### config.mk
export PLATFORM = sky130hd
export DESIGN_NAME = byte_diff_seek_write_encoder_unit_flat
export DESIGN_NICKNAME = d
export VERILOG_FILES = /design/src/rtl/bdsw_pkg.sv /design/src/rtl/bdsw_if.sv /design/src/rtl/bdsw_store.sv /design/src/rtl/bdsw_oq.sv /design/src/rtl/bdsw_ctrl.sv /design/src/rtl/byte_diff_seek_write_encoder_unit.sv /design/src/flat_wrapper.sv
export SDC_FILE = /design/constraint.sdc
export NUM_CORES = 1
export LEC_CHECK = 0
export BUFFER_PORTS_ARGS = -buffer_cell sky130_fd_sc_hd__buf_2
export CAP_MARGIN = 20
export CORE_UTILIZATION = 61
export DETAILED_ROUTE_END_ITERATION = 8
export PLACE_DENSITY = 0.8
export SYNTH_ARGS = -nofsm -noshare
export SYNTH_HDL_FRONTEND = slang
export SYNTH_HIERARCHICAL = 1
export SYNTH_SLANG_ARGS = --single-unit
### constraint.sdc
create_clock -name i_clk -period 8.42 [get_ports i_clk]
set_input_delay 1.263 -clock i_clk [delete_from_list [all_inputs] [get_ports i_clk]]
set_output_delay 1.263 -clock i_clk [all_outputs]
set_load 0.05 [all_outputs]
### src/rtl/bdsw_pkg.sv
package bdsw_pkg;

    localparam int BYTE_W = 8;
    localparam int OFF_W  = 48;
    localparam int SIZE_W = 16;
    localparam int OP_W   = 8;

    // opcode field positions
    localparam int OP_REL_SHIFT = 3;
    localparam int OP_CLS_SHIFT = 1;

    // seek width class limits
    localparam logic [OFF_W-1:0] SEEK_LIM_8  = OFF_W'(64'h100);
    localparam logic [OFF_W-1:0] SEEK_LIM_16 = OFF_W'(64'h10000);
    localparam logic [OFF_W-1:0] SEEK_LIM_32 = OFF_W'(64'h100000000);
    localparam logic [SIZE_W-1:0] SIZE_WIDE  = SIZE_W'(32'h100);

    localparam logic [1:0] CLS_8  = 2'd0;
    localparam logic [1:0] CLS_16 = 2'd1;
    localparam logic [1:0] CLS_32 = 2'd2;
    localparam logic [1:0] CLS_48 = 2'd3;

    localparam logic KIND_HDR  = 1'b0;
    localparam logic KIND_DATA = 1'b1;

    // APB register map
    localparam int  PADDR_W   = 4;
    localparam int  PDATA_W   = 64;
    localparam logic REG_OFFSET = 1'b0;
    localparam logic REG_OPBASE = 1'b1;

    typedef struct packed {
        logic              kind;
        logic [OP_W-1:0]   opcode;
        logic [OFF_W-1:0]  seek_offset;
        logic [SIZE_W-1:0] size_minus_one;
        logic [BYTE_W-1:0] data_byte;
        logic              end_of_burst;
    } t_result;

    // sequencer to output queue
    typedef struct packed {
        logic    hdr_push;
        logic    rd_en;
        logic    rd_eob;
        t_result hdr;
    } t_issue;

endpackage

### src/rtl/bdsw_if.sv
interface bdsw_in_if;
    logic                          valid;
    logic                          ready;
    logic [bdsw_pkg::BYTE_W-1:0]   old_byte;
    logic [bdsw_pkg::BYTE_W-1:0]   new_byte;
    logic                          old_present;
    logic                          last;

    modport source (output valid, old_byte, new_byte, old_present, last, input ready);
    modport sink   (input valid, old_byte, new_byte, old_present, last, output ready);
endinterface

interface bdsw_out_if;
    logic                          valid;
    logic                          ready;
    logic                          kind;
    logic [bdsw_pkg::OP_W-1:0]     opcode;
    logic [bdsw_pkg::OFF_W-1:0]    seek_offset;
    logic [bdsw_pkg::SIZE_W-1:0]   size_minus_one;
    logic [bdsw_pkg::BYTE_W-1:0]   data_byte;
    logic                          end_of_burst;

    modport source (output valid, kind, opcode, seek_offset, size_minus_one, data_byte,
                    end_of_burst, input ready);
    modport sink   (input valid, kind, opcode, seek_offset, size_minus_one, data_byte,
                    end_of_burst, output ready);
endinterface

### src/rtl/bdsw_store.sv
module bdsw_store #(
    parameter int DEPTH = 32,
    parameter int AW    = 5
) (
    input  logic                        i_clk,
    input  logic                        i_wr_en,
    input  logic [AW-1:0]               i_wr_addr,
    input  logic [bdsw_pkg::BYTE_W-1:0] i_wr_data,
    input  logic                        i_rd_en,
    input  logic [AW-1:0]               i_rd_addr,
    output logic [bdsw_pkg::BYTE_W-1:0] o_rd_data
);

    logic [bdsw_pkg::BYTE_W-1:0] r_mem [DEPTH];
    logic [bdsw_pkg::BYTE_W-1:0] r_rd_data;

    always_ff @(posedge i_clk) begin
        if (i_wr_en) begin
            r_mem[i_wr_addr] <= i_wr_data;
        end
        if (i_rd_en) begin
            r_rd_data <= r_mem[i_rd_addr];
        end
    end

    assign o_rd_data = r_rd_data;

endmodule

### src/rtl/bdsw_oq.sv
module bdsw_oq (
    input  logic                        i_clk,
    input  logic                        i_rst_n,
    input  bdsw_pkg::t_issue            i_iss,
    input  logic [bdsw_pkg::BYTE_W-1:0] i_rd_data,
    output logic                        o_credit,
    bdsw_out_if.source                  o_rslt
);

    bdsw_pkg::t_result r_q [2];
    logic              r_wp;
    logic              r_rp;
    logic [1:0]        r_cnt;
    logic              r_pend;
    logic              r_pend_eob;

    bdsw_pkg::t_result head;
    bdsw_pkg::t_result push_item;
    logic              push;
    logic              pop;
    logic [2:0]        occ;

    always_comb begin
        head = r_q[r_rp];
        pop  = (r_cnt != 2'd0) && o_rslt.ready;
        push = i_iss.hdr_push || r_pend;
        if (i_iss.hdr_push) begin
            push_item = i_iss.hdr;
        end else begin
            push_item                = '0;
            push_item.kind           = bdsw_pkg::KIND_DATA;
            push_item.data_byte      = i_rd_data;
            push_item.end_of_burst   = r_pend_eob;
        end
        // queued items plus the read in flight, less what leaves now
        occ      = 3'({1'b0, r_cnt}) + 3'(r_pend) - 3'(pop);
        o_credit = occ <= 3'd1;

        o_rslt.valid          = r_cnt != 2'd0;
        o_rslt.kind           = head.kind;
        o_rslt.opcode         = head.opcode;
        o_rslt.seek_offset    = head.seek_offset;
        o_rslt.size_minus_one = head.size_minus_one;
        o_rslt.data_byte      = head.data_byte;
        o_rslt.end_of_burst   = head.end_of_burst;
    end

    always_ff @(posedge i_clk) begin
        if (!i_rst_n) begin
            r_wp   <= 1'b0;
            r_rp   <= 1'b0;
            r_cnt  <= 2'd0;
            r_pend <= 1'b0;
        end else begin
            r_pend <= i_iss.rd_en;
            if (push) begin
                r_wp <= ~r_wp;
            end
            if (pop) begin
                r_rp <= ~r_rp;
            end
            r_cnt <= r_cnt + 2'(push) - 2'(pop);
        end
    end

    always_ff @(posedge i_clk) begin
        r_pend_eob <= i_iss.rd_eob;
        if (push) begin
            r_q[r_wp] <= push_item;
        end
    end

endmodule

### src/rtl/bdsw_ctrl.sv
module bdsw_ctrl #(
    parameter int RUN_MAX = 32,
    parameter int LW      = 6,
    parameter int AW      = 5
) (
    input  logic                        i_clk,
    input  logic                        i_rst_n,
    bdsw_in_if.sink                     i_item,
    input  logic [bdsw_pkg::OFF_W-1:0]  i_region_offset,
    input  logic [bdsw_pkg::OP_W-1:0]   i_opcode_base,
    input  logic                        i_credit,
    output bdsw_pkg::t_issue            o_iss,
    output logic [AW-1:0]               o_rd_addr,
    output logic                        o_wr_en,
    output logic [AW-1:0]               o_wr_addr,
    output logic [bdsw_pkg::BYTE_W-1:0] o_wr_data
);

    localparam logic [1:0] S_IDLE = 2'd0;
    localparam logic [1:0] S_HDR  = 2'd1;
    localparam logic [1:0] S_DATA = 2'd2;
    localparam logic [1:0] S_APP  = 2'd3;

    localparam logic [LW-1:0] MAX_L = LW'(RUN_MAX);

    logic [1:0]                  r_state, n_state;
    logic [LW-1:0]               r_len, n_len;
    logic [bdsw_pkg::OFF_W-1:0]  r_run_start, n_run_start;
    logic [bdsw_pkg::OFF_W-1:0]  r_pos, n_pos;
    logic [bdsw_pkg::OFF_W-1:0]  r_prior, n_prior;
    logic                        r_abs, n_abs;
    logic                        r_tail, n_tail;
    logic                        r_second, n_second;

    logic [AW-1:0]               r_idx, n_idx;
    logic                        r_f2, n_f2;
    logic                        r_differs, n_differs;
    logic                        r_present, n_present;
    logic                        r_last, n_last;
    logic [bdsw_pkg::BYTE_W-1:0] r_new, n_new;

    logic                        accept;
    logic                        differs;
    logic                        f1;
    logic [LW-1:0]               len_after;
    logic [LW-1:0]               len_m1;
    logic                        last_rd;
    logic                        finish;
    logic [bdsw_pkg::OFF_W-1:0]  seek;
    logic [bdsw_pkg::SIZE_W-1:0] sz;
    logic [1:0]                  cls;
    bdsw_pkg::t_result           hdr;

    assign i_item.ready = r_state == S_IDLE;
    assign accept       = i_item.valid && i_item.ready;

    // header fields for the held run
    always_comb begin
        seek   = bdsw_pkg::OFF_W'(i_region_offset + r_run_start - r_prior);
        len_m1 = r_len - 1'b1;
        sz     = bdsw_pkg::SIZE_W'(len_m1);
        priority if (seek < bdsw_pkg::SEEK_LIM_8) begin
            cls = bdsw_pkg::CLS_8;
        end else if (seek < bdsw_pkg::SEEK_LIM_16) begin
            cls = bdsw_pkg::CLS_16;
        end else if (seek < bdsw_pkg::SEEK_LIM_32) begin
            cls = bdsw_pkg::CLS_32;
        end else begin
            cls = bdsw_pkg::CLS_48;
        end
        hdr                = '0;
        hdr.kind           = bdsw_pkg::KIND_HDR;
        hdr.opcode         = i_opcode_base
                           | (bdsw_pkg::OP_W'(!r_abs) << bdsw_pkg::OP_REL_SHIFT)
                           | (bdsw_pkg::OP_W'(cls) << bdsw_pkg::OP_CLS_SHIFT)
                           | bdsw_pkg::OP_W'(sz >= bdsw_pkg::SIZE_WIDE);
        hdr.seek_offset    = seek;
        hdr.size_minus_one = sz;
    end

    // decisions taken when the item arrives
    always_comb begin
        differs   = !i_item.old_present || (i_item.old_byte != i_item.new_byte);
        f1        = (r_len != '0) && (!differs || (r_tail == i_item.old_present));
        len_after = (f1 ? '0 : r_len) + 1'b1;
    end

    assign last_rd = LW'(r_idx) == len_m1;

    always_comb begin
        n_state     = r_state;
        n_len       = r_len;
        n_run_start = r_run_start;
        n_pos       = r_pos;
        n_prior     = r_prior;
        n_abs       = r_abs;
        n_tail      = r_tail;
        n_second    = r_second;
        n_idx       = r_idx;
        n_f2        = r_f2;
        n_differs   = r_differs;
        n_present   = r_present;
        n_last      = r_last;
        n_new       = r_new;
        finish      = 1'b0;

        o_iss.hdr      = hdr;
        o_iss.hdr_push = 1'b0;
        o_iss.rd_en    = 1'b0;
        o_iss.rd_eob   = last_rd && (r_second || !r_f2);
        o_rd_addr      = r_idx;
        o_wr_en        = 1'b0;
        o_wr_addr      = r_len[AW-1:0];
        o_wr_data      = r_new;

        unique case (r_state)
            S_IDLE: begin
                if (accept) begin
                    n_differs = differs;
                    n_present = i_item.old_present;
                    n_last    = i_item.last;
                    n_new     = i_item.new_byte;
                    n_f2      = differs && ((len_after >= MAX_L) || i_item.last);
                    n_second  = 1'b0;
                    n_state   = f1 ? S_HDR : S_APP;
                end
            end
            S_HDR: begin
                if (i_credit) begin
                    o_iss.hdr_push = 1'b1;
                    n_idx          = '0;
                    n_state        = S_DATA;
                end
            end
            S_DATA: begin
                if (i_credit) begin
                    o_iss.rd_en = 1'b1;
                    n_idx       = r_idx + 1'b1;
                    if (last_rd) begin
                        n_prior = bdsw_pkg::OFF_W'(i_region_offset + r_run_start
                                                   + bdsw_pkg::OFF_W'(r_len));
                        n_abs   = 1'b0;
                        n_len   = '0;
                        n_tail  = 1'b0;
                        if (r_second) begin
                            finish  = 1'b1;
                            n_state = S_IDLE;
                        end else begin
                            n_state = S_APP;
                        end
                    end
                end
            end
            S_APP: begin
                if (r_differs) begin
                    if (r_len == '0) begin
                        n_run_start = r_pos;
                        n_tail      = !r_present;
                    end
                    o_wr_en = 1'b1;
                    n_len   = r_len + 1'b1;
                end
                if (r_f2) begin
                    n_second = 1'b1;
                    n_state  = S_HDR;
                end else begin
                    finish  = 1'b1;
                    n_state = S_IDLE;
                end
            end
            default: begin
                n_state = S_IDLE;
            end
        endcase

        // end of the item: advance position, region end resets the seek chain
        if (finish) begin
            n_pos = r_pos + 1'b1;
            if (r_last) begin
                n_pos       = '0;
                n_run_start = '0;
                n_prior     = '0;
                n_abs       = 1'b1;
                n_tail      = 1'b0;
            end
        end
    end

    always_ff @(posedge i_clk) begin
        if (!i_rst_n) begin
            r_state     <= S_IDLE;
            r_len       <= '0;
            r_run_start <= '0;
            r_pos       <= '0;
            r_prior     <= '0;
            r_abs       <= 1'b1;
            r_tail      <= 1'b0;
            r_second    <= 1'b0;
        end else begin
            r_state     <= n_state;
            r_len       <= n_len;
            r_run_start <= n_run_start;
            r_pos       <= n_pos;
            r_prior     <= n_prior;
            r_abs       <= n_abs;
            r_tail      <= n_tail;
            r_second    <= n_second;
        end
    end

    always_ff @(posedge i_clk) begin
        r_idx     <= n_idx;
        r_f2      <= n_f2;
        r_differs <= n_differs;
        r_present <= n_present;
        r_last    <= n_last;
        r_new     <= n_new;
    end

`ifndef ASSERT_OFF
    a_len_max: assert property (@(posedge i_clk) disable iff (!i_rst_n)
        r_len <= MAX_L)
        else $error("run length above limit");

    a_idle_not_full: assert property (@(posedge i_clk) disable iff (!i_rst_n)
        (r_state == S_IDLE) |-> (r_len < MAX_L))
        else $error("full run left unflushed");

    a_rd_in_run: assert property (@(posedge i_clk) disable iff (!i_rst_n)
        o_iss.rd_en |-> (LW'(r_idx) < r_len))
        else $error("read beyond held run");

    a_issue_credit: assert property (@(posedge i_clk) disable iff (!i_rst_n)
        (o_iss.hdr_push || o_iss.rd_en) |-> i_credit)
        else $error("result issued without queue space");

    a_no_write_in_flush: assert property (@(posedge i_clk) disable iff (!i_rst_n)
        o_iss.rd_en |=> !o_wr_en || (r_state == S_APP))
        else $error("store write overlaps run read-out");
`endif

endmodule

### src/rtl/byte_diff_seek_write_encoder_unit.sv
// Byte-difference seek-write encoder. Items are old/new byte pairs of one region; differing
// bytes and new-only tail bytes gather into a run of up to RUN_MAX bytes held in a synchronous
// RAM with one write and one read port, and each flushed run comes out as one header result
// (opcode, seek from the previous run's end or absolute for the region's first run, size minus
// one) followed by one result per run byte, end_of_burst on the last result caused by an item.
// An item that causes no flush passes through the idle and append states; each flush adds a
// header step and one read step per run byte, the run bytes leaving at one per cycle through
// the RAM read port into a two-entry output queue; while the output is held off the flush
// waits, and so does the input. Input is taken only between items. Registers (APB, 64-bit
// data): region_offset at 0x0, opcode_base at 0x8; write them while the block is idle. No
// clearing pass after reset.
module byte_diff_seek_write_encoder_unit #(
    parameter int RUN_MAX = 32
) (
    input  logic                          i_clk,
    input  logic                          i_rst_n,
    bdsw_in_if.sink                       i_item,
    bdsw_out_if.source                    o_rslt,
    input  logic                          psel,
    input  logic                          penable,
    input  logic                          pwrite,
    input  logic [bdsw_pkg::PADDR_W-1:0]  paddr,
    input  logic [bdsw_pkg::PDATA_W-1:0]  pwdata,
    output logic [bdsw_pkg::PDATA_W-1:0]  prdata,
    output logic                          pready
);

    localparam int LW = $clog2(RUN_MAX + 1);
    localparam int AW = (RUN_MAX > 1) ? $clog2(RUN_MAX) : 1;

    logic [bdsw_pkg::OFF_W-1:0]  r_region_offset;
    logic [bdsw_pkg::OP_W-1:0]   r_opcode_base;

    bdsw_pkg::t_issue            iss;
    logic                        credit;
    logic [AW-1:0]               rd_addr;
    logic                        wr_en;
    logic [AW-1:0]               wr_addr;
    logic [bdsw_pkg::BYTE_W-1:0] wr_data;
    logic [bdsw_pkg::BYTE_W-1:0] rd_data;
    logic                        reg_sel;
    logic                        cfg_wr;

    assign pready  = 1'b1;
    assign reg_sel = paddr[3];
    assign cfg_wr  = psel && penable && pwrite && pready;

    always_comb begin
        unique case (reg_sel)
            bdsw_pkg::REG_OFFSET: prdata = bdsw_pkg::PDATA_W'(r_region_offset);
            bdsw_pkg::REG_OPBASE: prdata = bdsw_pkg::PDATA_W'(r_opcode_base);
            default:              prdata = '0;
        endcase
    end

    always_ff @(posedge i_clk) begin
        if (!i_rst_n) begin
            r_region_offset <= '0;
            r_opcode_base   <= '0;
        end else if (cfg_wr) begin
            if (reg_sel == bdsw_pkg::REG_OFFSET) begin
                r_region_offset <= pwdata[bdsw_pkg::OFF_W-1:0];
            end else begin
                r_opcode_base <= pwdata[bdsw_pkg::OP_W-1:0];
            end
        end
    end

    bdsw_ctrl #(
        .RUN_MAX (RUN_MAX),
        .LW      (LW),
        .AW      (AW)
    ) u_ctrl (
        .i_clk           (i_clk),
        .i_rst_n         (i_rst_n),
        .i_item          (i_item),
        .i_region_offset (r_region_offset),
        .i_opcode_base   (r_opcode_base),
        .i_credit        (credit),
        .o_iss           (iss),
        .o_rd_addr       (rd_addr),
        .o_wr_en         (wr_en),
        .o_wr_addr       (wr_addr),
        .o_wr_data       (wr_data)
    );

    bdsw_store #(
        .DEPTH (RUN_MAX),
        .AW    (AW)
    ) u_store (
        .i_clk     (i_clk),
        .i_wr_en   (wr_en),
        .i_wr_addr (wr_addr),
        .i_wr_data (wr_data),
        .i_rd_en   (iss.rd_en),
        .i_rd_addr (rd_addr),
        .o_rd_data (rd_data)
    );

    bdsw_oq u_oq (
        .i_clk     (i_clk),
        .i_rst_n   (i_rst_n),
        .i_iss     (iss),
        .i_rd_data (rd_data),
        .o_credit  (credit),
        .o_rslt    (o_rslt)
    );

endmodule
### src/flat_wrapper.sv
// flat-port wrapper written by rule: the top's interface ports become plain ports
module byte_diff_seek_write_encoder_unit_flat 
#(
    parameter int RUN_MAX = 32
)
  (i_clk, i_rst_n, psel, penable, pwrite, paddr, pwdata, prdata, pready, i_item_valid, i_item_old_byte, i_item_new_byte, i_item_old_present, i_item_last, i_item_ready, o_rslt_valid, o_rslt_kind, o_rslt_opcode, o_rslt_seek_offset, o_rslt_size_minus_one, o_rslt_data_byte, o_rslt_end_of_burst, o_rslt_ready);
  bdsw_in_if i_item_i ();
  bdsw_out_if o_rslt_i ();
  input  logic i_clk;
  input  logic i_rst_n;
  input  logic psel;
  input  logic penable;
  input  logic pwrite;
  input  logic [bdsw_pkg::PADDR_W-1:0] paddr;
  input  logic [bdsw_pkg::PDATA_W-1:0] pwdata;
  output logic [bdsw_pkg::PDATA_W-1:0] prdata;
  output logic pready;
  input wire logic [$bits(i_item_i.valid)-1:0] i_item_valid;
  input wire logic [$bits(i_item_i.old_byte)-1:0] i_item_old_byte;
  input wire logic [$bits(i_item_i.new_byte)-1:0] i_item_new_byte;
  input wire logic [$bits(i_item_i.old_present)-1:0] i_item_old_present;
  input wire logic [$bits(i_item_i.last)-1:0] i_item_last;
  output wire logic [$bits(i_item_i.ready)-1:0] i_item_ready;
  output wire logic [$bits(o_rslt_i.valid)-1:0] o_rslt_valid;
  output wire logic [$bits(o_rslt_i.kind)-1:0] o_rslt_kind;
  output wire logic [$bits(o_rslt_i.opcode)-1:0] o_rslt_opcode;
  output wire logic [$bits(o_rslt_i.seek_offset)-1:0] o_rslt_seek_offset;
  output wire logic [$bits(o_rslt_i.size_minus_one)-1:0] o_rslt_size_minus_one;
  output wire logic [$bits(o_rslt_i.data_byte)-1:0] o_rslt_data_byte;
  output wire logic [$bits(o_rslt_i.end_of_burst)-1:0] o_rslt_end_of_burst;
  input wire logic [$bits(o_rslt_i.ready)-1:0] o_rslt_ready;
  assign i_item_i.valid = i_item_valid;
  assign i_item_i.old_byte = i_item_old_byte;
  assign i_item_i.new_byte = i_item_new_byte;
  assign i_item_i.old_present = i_item_old_present;
  assign i_item_i.last = i_item_last;
  assign i_item_ready = i_item_i.ready;
  assign o_rslt_valid = o_rslt_i.valid;
  assign o_rslt_kind = o_rslt_i.kind;
  assign o_rslt_opcode = o_rslt_i.opcode;
  assign o_rslt_seek_offset = o_rslt_i.seek_offset;
  assign o_rslt_size_minus_one = o_rslt_i.size_minus_one;
  assign o_rslt_data_byte = o_rslt_i.data_byte;
  assign o_rslt_end_of_burst = o_rslt_i.end_of_burst;
  assign o_rslt_i.ready = o_rslt_ready;
  byte_diff_seek_write_encoder_unit #(.RUN_MAX(RUN_MAX)) u_core (.i_clk(i_clk), .i_rst_n(i_rst_n), .i_item(i_item_i), .o_rslt(o_rslt_i), .psel(psel), .penable(penable), .pwrite(pwrite), .paddr(paddr), .pwdata(pwdata), .prdata(prdata), .pready(pready));
endmodule
==> impl_metrics.py, run 1 <==
metrics = {
    "run_status": {
        "run_status": "complete, no violations",
    },
    "timing": {
        "final.setup.tns_ns": 0,
        "final.setup.worst_slack_ns": 1.41,
        "post-route-period-util": 0.832,
        "fin_skew_ns": 0.0281,
        "worst_slew_pin_slew_ns": 1.17,
        "timing.final.setup_violations": 0,
        "grt_setup_unrepaired": "false",
        "period_minus_slack_ns": 7.01,
        "worst_slew_margin_rel": 0.219,
        "hold_viol": 0,
        "achievable-frequency_ghz": 0.143,
        "timing_max_transition_violations_final": 0,
    },
    "grt": {
        "global_route.usage.total": 0.289,
        "vias_in_the_first_global_route": 22900,
        "overflow": 0,
        "largest_net_degree_at_the_start_of_global_routing": 97,
        "grt_first_pass_wirelength_um": 128000,
        "grt_antenna_before_repair": 2,
    },
    "power": {
        "switching_share": 0.326,
        "power.density_cell_area_nw_per_um2": 255,
        "internal_power_mw": 6.48,
        "ir_worst_vdd_mv": 0.214,
        "power.leakage_nw": 14.0,
        "switching_power_mw": 3.14,
        "power_frac_seq": 0.415,
        "power_frac_clock": 0.302,
        "power.share.combinational": 0.283,
    },
    "placed_design": {
        "detailed_place_hpwl_um": 58100,
        "port-buffer-count": 205,
        "finalWeightedCongestion": 0.883,
        "pre_cts_slack_ns": 1.64,
    },
    "yosys": {
        "post_synthesis_cells": 3048,
        "yosys.area.top_type": "sky130_fd_sc_hd__edfxtp_1",
        "yosysMostFrequentCell": "sky130_fd_sc_hd__edfxtp_1",
        "synth_area_leaders": "sky130_fd_sc_hd__edfxtp_1, sky130_fd_sc_hd__dfxtp_1, sky130_fd_sc_hd__mux4_2",
        "synth_top_area_share": 0.389,
        "synthFlopType": "sky130_fd_sc_hd__edfxtp_1",
        "netlist_area_um2": 34300,
        "synth_enable_flop_cells": 445,
        "synth_sequential_area_ratio": 0.516,
        "synth_cell_types": 98,
        "post_synth_most_frequent_cells": "sky130_fd_sc_hd__edfxtp_1, sky130_fd_sc_hd__nand2_1, sky130_fd_sc_hd__dfxtp_1",
        "synth-seq-cells": 663,
        "async_set_or_reset_register_ratio_after_synthesis": 0,
        "yosysWarningCount": 6,
        "post_synth.cell_area_avg_um2": 11.3,
    },
    "route": {
        "detailroute.via_count": 24400,
        "drc": 0,
        "met1_wirelength_um": 37100,
        "detail_route.first_pass.iterations": 8,
        "detail_route.wl_per_cell_um": 21.2,
        "wl_um": 84400,
        "detailroute.wirelength.met2_um": 37300,
        "route.detailed.vias_per_inst": 6.12,
        "antenna_left": 0,
        "drt_first_iter_violations": 2502,
        "routed_wl_met3_um": 7850,
        "maxUsedRoutingLayer": "met4",
    },
    "worst_setup_path": {
        "rr_endpoint": "u_core/u_oq/r_q[0][75]",
        "critical_path.reg2reg.startpoint": "u_core/r_region_offset[0]",
        "cp_num_buf_inv": 0,
        "worstPathMaxFanout": 6,
        "start_kind": "flop",
        "crit_arrival_ns": 7.35,
        "crit_cells": 20,
        "worstSetupStartpoint": "u_core/r_region_offset[0]",
        "critPathTopFamily": "compound AO/OA/AOI/OAI gates",
        "cp_cell_sequence": "ha_1, fa_1, a21o_1, a311o_1, a211oi_2, o21ai_0, xor2_1, ha_1, and2_2, and3_1, a211oi_1, o221ai_1, a21oi_1, and2_1, o22ai_1, a2111oi_0, nand4b_1, nor4_2, or4b_1, and2_1",
        "ff2ff_path_depth": 20,
        "ff2ff_setup_slack_ns": 1.41,
        "critPathKind": "reg -> reg",
        "cpMaxStageDelayCell": "sky130_fd_sc_hd__nor4_2",
        "required_time_at_the_endpoint_of_the_critical_path_ns": 8.77,
        "critical-path-max-stage-delay_ns": 0.53,
        "critPathCapture": "u_core/u_oq/r_q[0][75]",
        "timing.critical_path.to_type": "flop",
    },
    "floorplanning": {
        "design.portCount": 242,
        "fp.dieArea_um2": 57200,
        "initial_utilization": 0.621,
        "rows": 86,
        "x_dimension_of_the_die_um": 239,
        "die_height_um": 239,
        "placeableCoreArea_um2": 55300,
    },
    "cts": {
        "clk_pin_slew_ns": 0.06,
        "root_buffer": "sky130_fd_sc_hd__clkbuf_16",
        "post_cts.repair.setup_buffers": 0,
        "clockBufferDepth": 3,
        "htree_num_levels": 3,
        "post_cts_resized": 0,
        "numCtsBuffers": 68,
        "tritoncts": "done",
        "hold_buffers": 0,
        "clock_latency_ns": 0.62,
        "cts.sinks": 663,
    },
    "run": {
        "max_cap_violation_count": 0,
    },
    "finish": {
        "layout_cell_share_with_drive_strength_beyond_1": 0.173,
        "layout.core_utilization": 0.682,
        "final_nets": 3398,
        "flow.area_growth_from_synthesis_pct": 9.93,
        "antennaDiodeCount": 0,
        "fillCellCount": 3991,
    },
    "hold_path": {
        "min-delay-path-class": "reg -> reg",
    },
}
worst min-delay path, stage by stage, from the launching register on:
cell                      delay [ns]
sky130_fd_sc_hd__dfxtp_1        0.31
sky130_fd_sc_hd__nand2_1        0.05
sky130_fd_sc_hd__a21oi_1        0.05
through the flow:
| stage | total power [mW] | hold WS (ns) | cells | area, µm² |
|---|---|---|---|---|
| 2_1_floorplan | 6.11 | 0.423 | 3082 | 34500 |
| 3_3_place_gp | 6.63 | 0.431 | 3865 | 35500 |
| 3_5_place_dp | 6.70 | 0.436 | 3865 | 35500 |
| 4_1_cts | 9.61 | 0.454 | 3982 | 37600 |
| 5_1_grt | 9.94 | 0.471 | 3987 | 37700 |
| 6_report | 9.62 | 0.452 | 3987 | 37700 |
power by group through the flow:
| stage | clock, mW | sequential [mW] | combinational, mW |
|---|---|---|---|
| floorplan | 0 | 4.00 | 2.11 |
| global placement | 0 | 4.05 | 2.57 |
| detailed placement | 0 | 4.08 | 2.62 |
| CTS | 2.94 | 4.01 | 2.66 |
| global route | 3.07 | 4.02 | 2.86 |
| finish | 2.90 | 4.00 | 2.72 |
state kept, by name, summed over array words and instances (netlist names), 2 cells and up, named ones only:
register and cells:
u_core/u_ctrl/r_len 6, u_core/u_ctrl/r_prior 48, u_core/u_oq/r_cnt 2, u_core/r_region_offset 48
u_core/r_opcode_base 8, u_core/u_store/o_rd_data 8, u_core/u_ctrl/r_state 2, u_core/u_ctrl/r_pos 48
u_core/u_ctrl/o_wr_data 8, u_core/u_ctrl/r_run_start 48, u_core/u_oq/r_q 164, u_core/u_store/r_mem 256
u_core/u_ctrl/o_rd_addr 5
per-layer routing:
layer  up-vias  global-route usage
met5         -                   0
met3       127              0.0531
met1     11800               0.422
met2      1172               0.435
li1      11300                   -
met4         0              0.0969
worst min path at each step:
stage,start,endpoint,cells past startpoint
global route,u_core/u_ctrl/r_prior[5],u_core/u_ctrl/r_prior[5],2
floorplan,u_core/u_ctrl/r_abs,u_core/u_ctrl/r_abs,2
detailed placement,u_core/u_ctrl/r_abs,u_core/u_ctrl/r_abs,2
global placement,u_core/u_ctrl/r_abs,u_core/u_ctrl/r_abs,2
finish,u_core/u_ctrl/r_prior[3],u_core/u_ctrl/r_prior[3],2
CTS,u_core/u_ctrl/r_prior[2],u_core/u_ctrl/r_prior[2],2
final cells by class:
cell class / count / area [µm²] / area share
sequential: 663 / 17700 / 0.470
multi-input combinational: 2129 / 15300 / 0.405
clock buffer: 88 / 1820 / 0.0481
timing repair buffer: 227 / 1270 / 0.0336
tap: 748 / 936 / 0.0248
inverter: 103 / 388 / 0.0103
clock inverter: 29 / 319 / 0.00845
cells in the final DEF, fill, tap and decap left out, drive strengths merged, types with 42 or more instances in the layout:
cell      n
mux2    108
nor2b    58
mux4     80
buf     227
nand4    50
a21o     42
mux2i    61
nand2   363
dfxtp   218
xnor2    78
nor2    215
ha      109
o21ai    90
and3     45
and2     94
edfxtp  445
a21oi   179
inv     103
a211oi   51
xor2    101
nand3    63
clkbuf   88
cell families (layout without fill, tap and decap cells):
kind of cell	Yosys count	in the layout	share of synthesized area
flops	663	663	0.516
other cells	3	37	0.000328
mux	249	249	0.106
xor+xnor	183	183	0.0485
fa+ha+maj	113	113	0.0421
simple gates	1031	1031	0.147
buf+inv	290	447	0.0428
compound gates	516	516	0.0977
(Power assumes the default switching activity.)
==> run 2, diff against run 1 <==
CORE_UTILIZATION = 55   (was 61)
PLACE_DENSITY = 0.77   (was 0.8)
clock period = 5.7 ns   (was 8.42 ns; I/O delays follow)
==> run 2 against run 1 <==
Worst setup slack got worse by 1.4 ns. Sequential share of layout area is 4.5 points lower. Combinational power grew 58%. Power grew 53%. Die area up 11%. Flip-flop and latch count stayed put. Final area up 11%. Clock-buffer cell count is 3 lower. Non-clock buffer count up 356. Register-to-register slack worse by 1.4 ns. Core utilization decreased by 0.63 points. Maximum frequency rose by 23%. Largest power group unchanged. Highest routed layer unchanged.
==> impl_metrics.py, run 2 (synthesis gave the netlist of run 1 again) <==
metrics = {
    "worst_setup_path": {
        "required_time_at_the_endpoint_of_the_critical_path_ns": 6.07,
        "start_kind": "flop",
        "critPathKind": "reg -> reg",
        "timing.critical_path.to_type": "flop",
        "crit_arrival_ns": 6.05,
        "ff2ff_setup_slack_ns": 0.02,
        "worstPathMaxFanout": 4,
    },
    "finish": {
        "final_common_cell": "sky130_fd_sc_hd__edfxtp_1",
        "layout_cell_share_with_drive_strength_beyond_1": 0.300,
        "final_nets": 3752,
        "largest_register_ffs": 256,
        "final_cell_mix": "sky130_fd_sc_hd__edfxtp_1, sky130_fd_sc_hd__buf_4, sky130_fd_sc_hd__nand2_1",
        "top_regs": "u_core/u_store/r_mem: 256 flops, u_core/u_oq/r_q: 164 flops",
        "max_flop_register": "u_core/u_store/r_mem",
        "fillCellCount": 4408,
        "flow.area_growth_from_synthesis_pct": 21.5,
        "final-instance-count-excl-fill": 4436,
    },
    "route": {
        "drt_first_iter_violations": 2292,
        "antenna_left": 0,
        "wl_um": 91000,
        "drc": 0,
        "detailroute.via_count": 25700,
        "route.detailed.vias_per_inst": 5.79,
        "detail_route.first_pass.iterations": 5,
        "detail_route.wl_per_cell_um": 20.5,
    },
    "placed_design": {
        "pre_cts_slack_ns": -0.404,
        "place_inst": 4278,
        "finalWeightedCongestion": 0.925,
        "detailed_place_hpwl_um": 62900,
        "port-buffer-count": 205,
    },
    "power": {
        "ir_worst_vdd_mv": 0.332,
        "power.leakage_nw": 16.1,
        "totalPowerFinal_mw": 14.7,
        "power.density_cell_area_nw_per_um2": 352,
    },
    "grt": {
        "grt_first_pass_wirelength_um": 137000,
        "grt_antenna_before_repair": 2,
        "global_route.usage.total": 0.278,
        "vias_in_the_first_global_route": 24800,
        "largest_net_degree_at_the_start_of_global_routing": 95,
        "overflow": 0,
    },
    "run_status": {
        "run_status": "complete, no violations",
    },
    "cts": {
        "root_buffer": "sky130_fd_sc_hd__clkbuf_16",
        "tritoncts": "done",
        "cts.sinks": 663,
        "numCtsBuffers": 66,
        "htree_num_levels": 3,
        "clockBufferDepth": 3,
        "clk_pin_slew_ns": 0.06,
        "hold_buffers": 0,
        "clock_latency_ns": 0.63,
    },
    "floorplanning": {
        "die_height_um": 252,
        "placeableCoreArea_um2": 61700,
        "rows": 91,
        "fp.dieArea_um2": 63400,
        "design.portCount": 242,
        "initial_utilization": 0.556,
        "x_dimension_of_the_die_um": 252,
    },
    "timing": {
        "whs_ns": 0.428,
        "achievable-frequency_ghz": 0.176,
        "post-route-period-util": 0.996,
        "period_minus_slack_ns": 5.68,
        "timing.final.setup_violations": 0,
        "worst_slew_margin_rel": 0.209,
        "worst_slew_pin_slew_ns": 1.19,
        "final.setup.worst_slack_ns": 0.0213,
        "timing_max_transition_violations_final": 0,
        "grt_setup_unrepaired": "true",
        "fin_skew_ns": 0.0251,
        "hold_viol": 0,
    },
    "hold_path": {
        "min-delay-path-class": "in -> reg",
    },
    "run": {
        "max_cap_violation_count": 0,
    },
}
## run 2: cell types whose count changed in the layout (fill, tap and decap cells not counted), sizes merged
cell / delta
clkinvlp: -1
clkbuf: -3
buf: +356
inv: +4
bufinv: +1
diode: +3
## run 2: worst paths after layout
check,startpoint,end,cells after the start
min,i_item_new_byte[4],u_core/u_ctrl/o_wr_data[4],1
max,u_core/r_region_offset[0],u_core/u_oq/r_q[0][75],21
max reg2reg,u_core/r_region_offset[0],u_core/u_oq/r_q[0][75],21
min reg2reg,u_core/u_ctrl/r_abs,u_core/u_ctrl/r_abs,2
## run 2: timing repair
action / 4_1_cts / 5_1_grt
endpoints found under the setup margin: 4 / 4
resized for setup: 64 / 155
setup buffers: 16 / 20
pin swaps: 45 / 87
## run 2: metal layers
layer,global-route usage,share of wire,vias to the layer above
li1,-,-,12000
met3,0.0636,0.083,161
met5,0,0,-
met1,0.385,0.43,12400
met4,0.103,0.029,0
met2,0.427,0.46,1117
## run 2: metrics by stage
step | util | setup TNS (ns) | cell area, µm²
after floorplan | - | 0 | 34500
after global placement | 0.617 | -0.560 | 38100
after detailed placement | 0.617 | -1.00 | 38100
after CTS | 0.660 | -0.00266 | 40700
after global routing | 0.676 | -0.330 | 41700
final | 0.676 | 0 | 41700
## run 2: where the power goes
group	switching (mW)	internal (mW)	total (mW)
sequential	0.272	5.67	5.94
combinational	2.64	1.66	4.30
clock	1.87	2.56	4.44
## run 2: layout make-up
cell class,instances,area (µm²),share of cell area
Clock inverter,33,405,0.00972
Clock buffer,85,1820,0.0435
Multi-Input combinational cell,2129,16300,0.392
Sequential cell,663,17700,0.425
Timing Repair Buffer,583,3970,0.0952
Antenna cell,3,7.51,0.000180
Tap cell,837,1050,0.0251
Inverter,103,388,0.00930
## run 2: critical path, cell delays in order (launching register included)
cell and delay [ns]:
sky130_fd_sc_hd__dfxtp_4 0.35, sky130_fd_sc_hd__ha_4 0.16, sky130_fd_sc_hd__fa_2 0.34, sky130_fd_sc_hd__a21o_1 0.22, sky130_fd_sc_hd__buf_4 0.15, sky130_fd_sc_hd__a221oi_4 0.28
sky130_fd_sc_hd__buf_4 0.16, sky130_fd_sc_hd__o21ai_0 0.09, sky130_fd_sc_hd__xor2_1 0.20, sky130_fd_sc_hd__ha_1 0.39, sky130_fd_sc_hd__nand4_1 0.16, sky130_fd_sc_hd__nor2_1 0.13
sky130_fd_sc_hd__o21ai_1 0.13, sky130_fd_sc_hd__and2_1 0.21, sky130_fd_sc_hd__o31ai_2 0.28, sky130_fd_sc_hd__xor2_1 0.12, sky130_fd_sc_hd__or4_1 0.54, sky130_fd_sc_hd__or4_1 0.49
sky130_fd_sc_hd__nor4_2 0.16, sky130_fd_sc_hd__nand3_1 0.17, sky130_fd_sc_hd__or4b_4 0.54, sky130_fd_sc_hd__and2_4 0.17
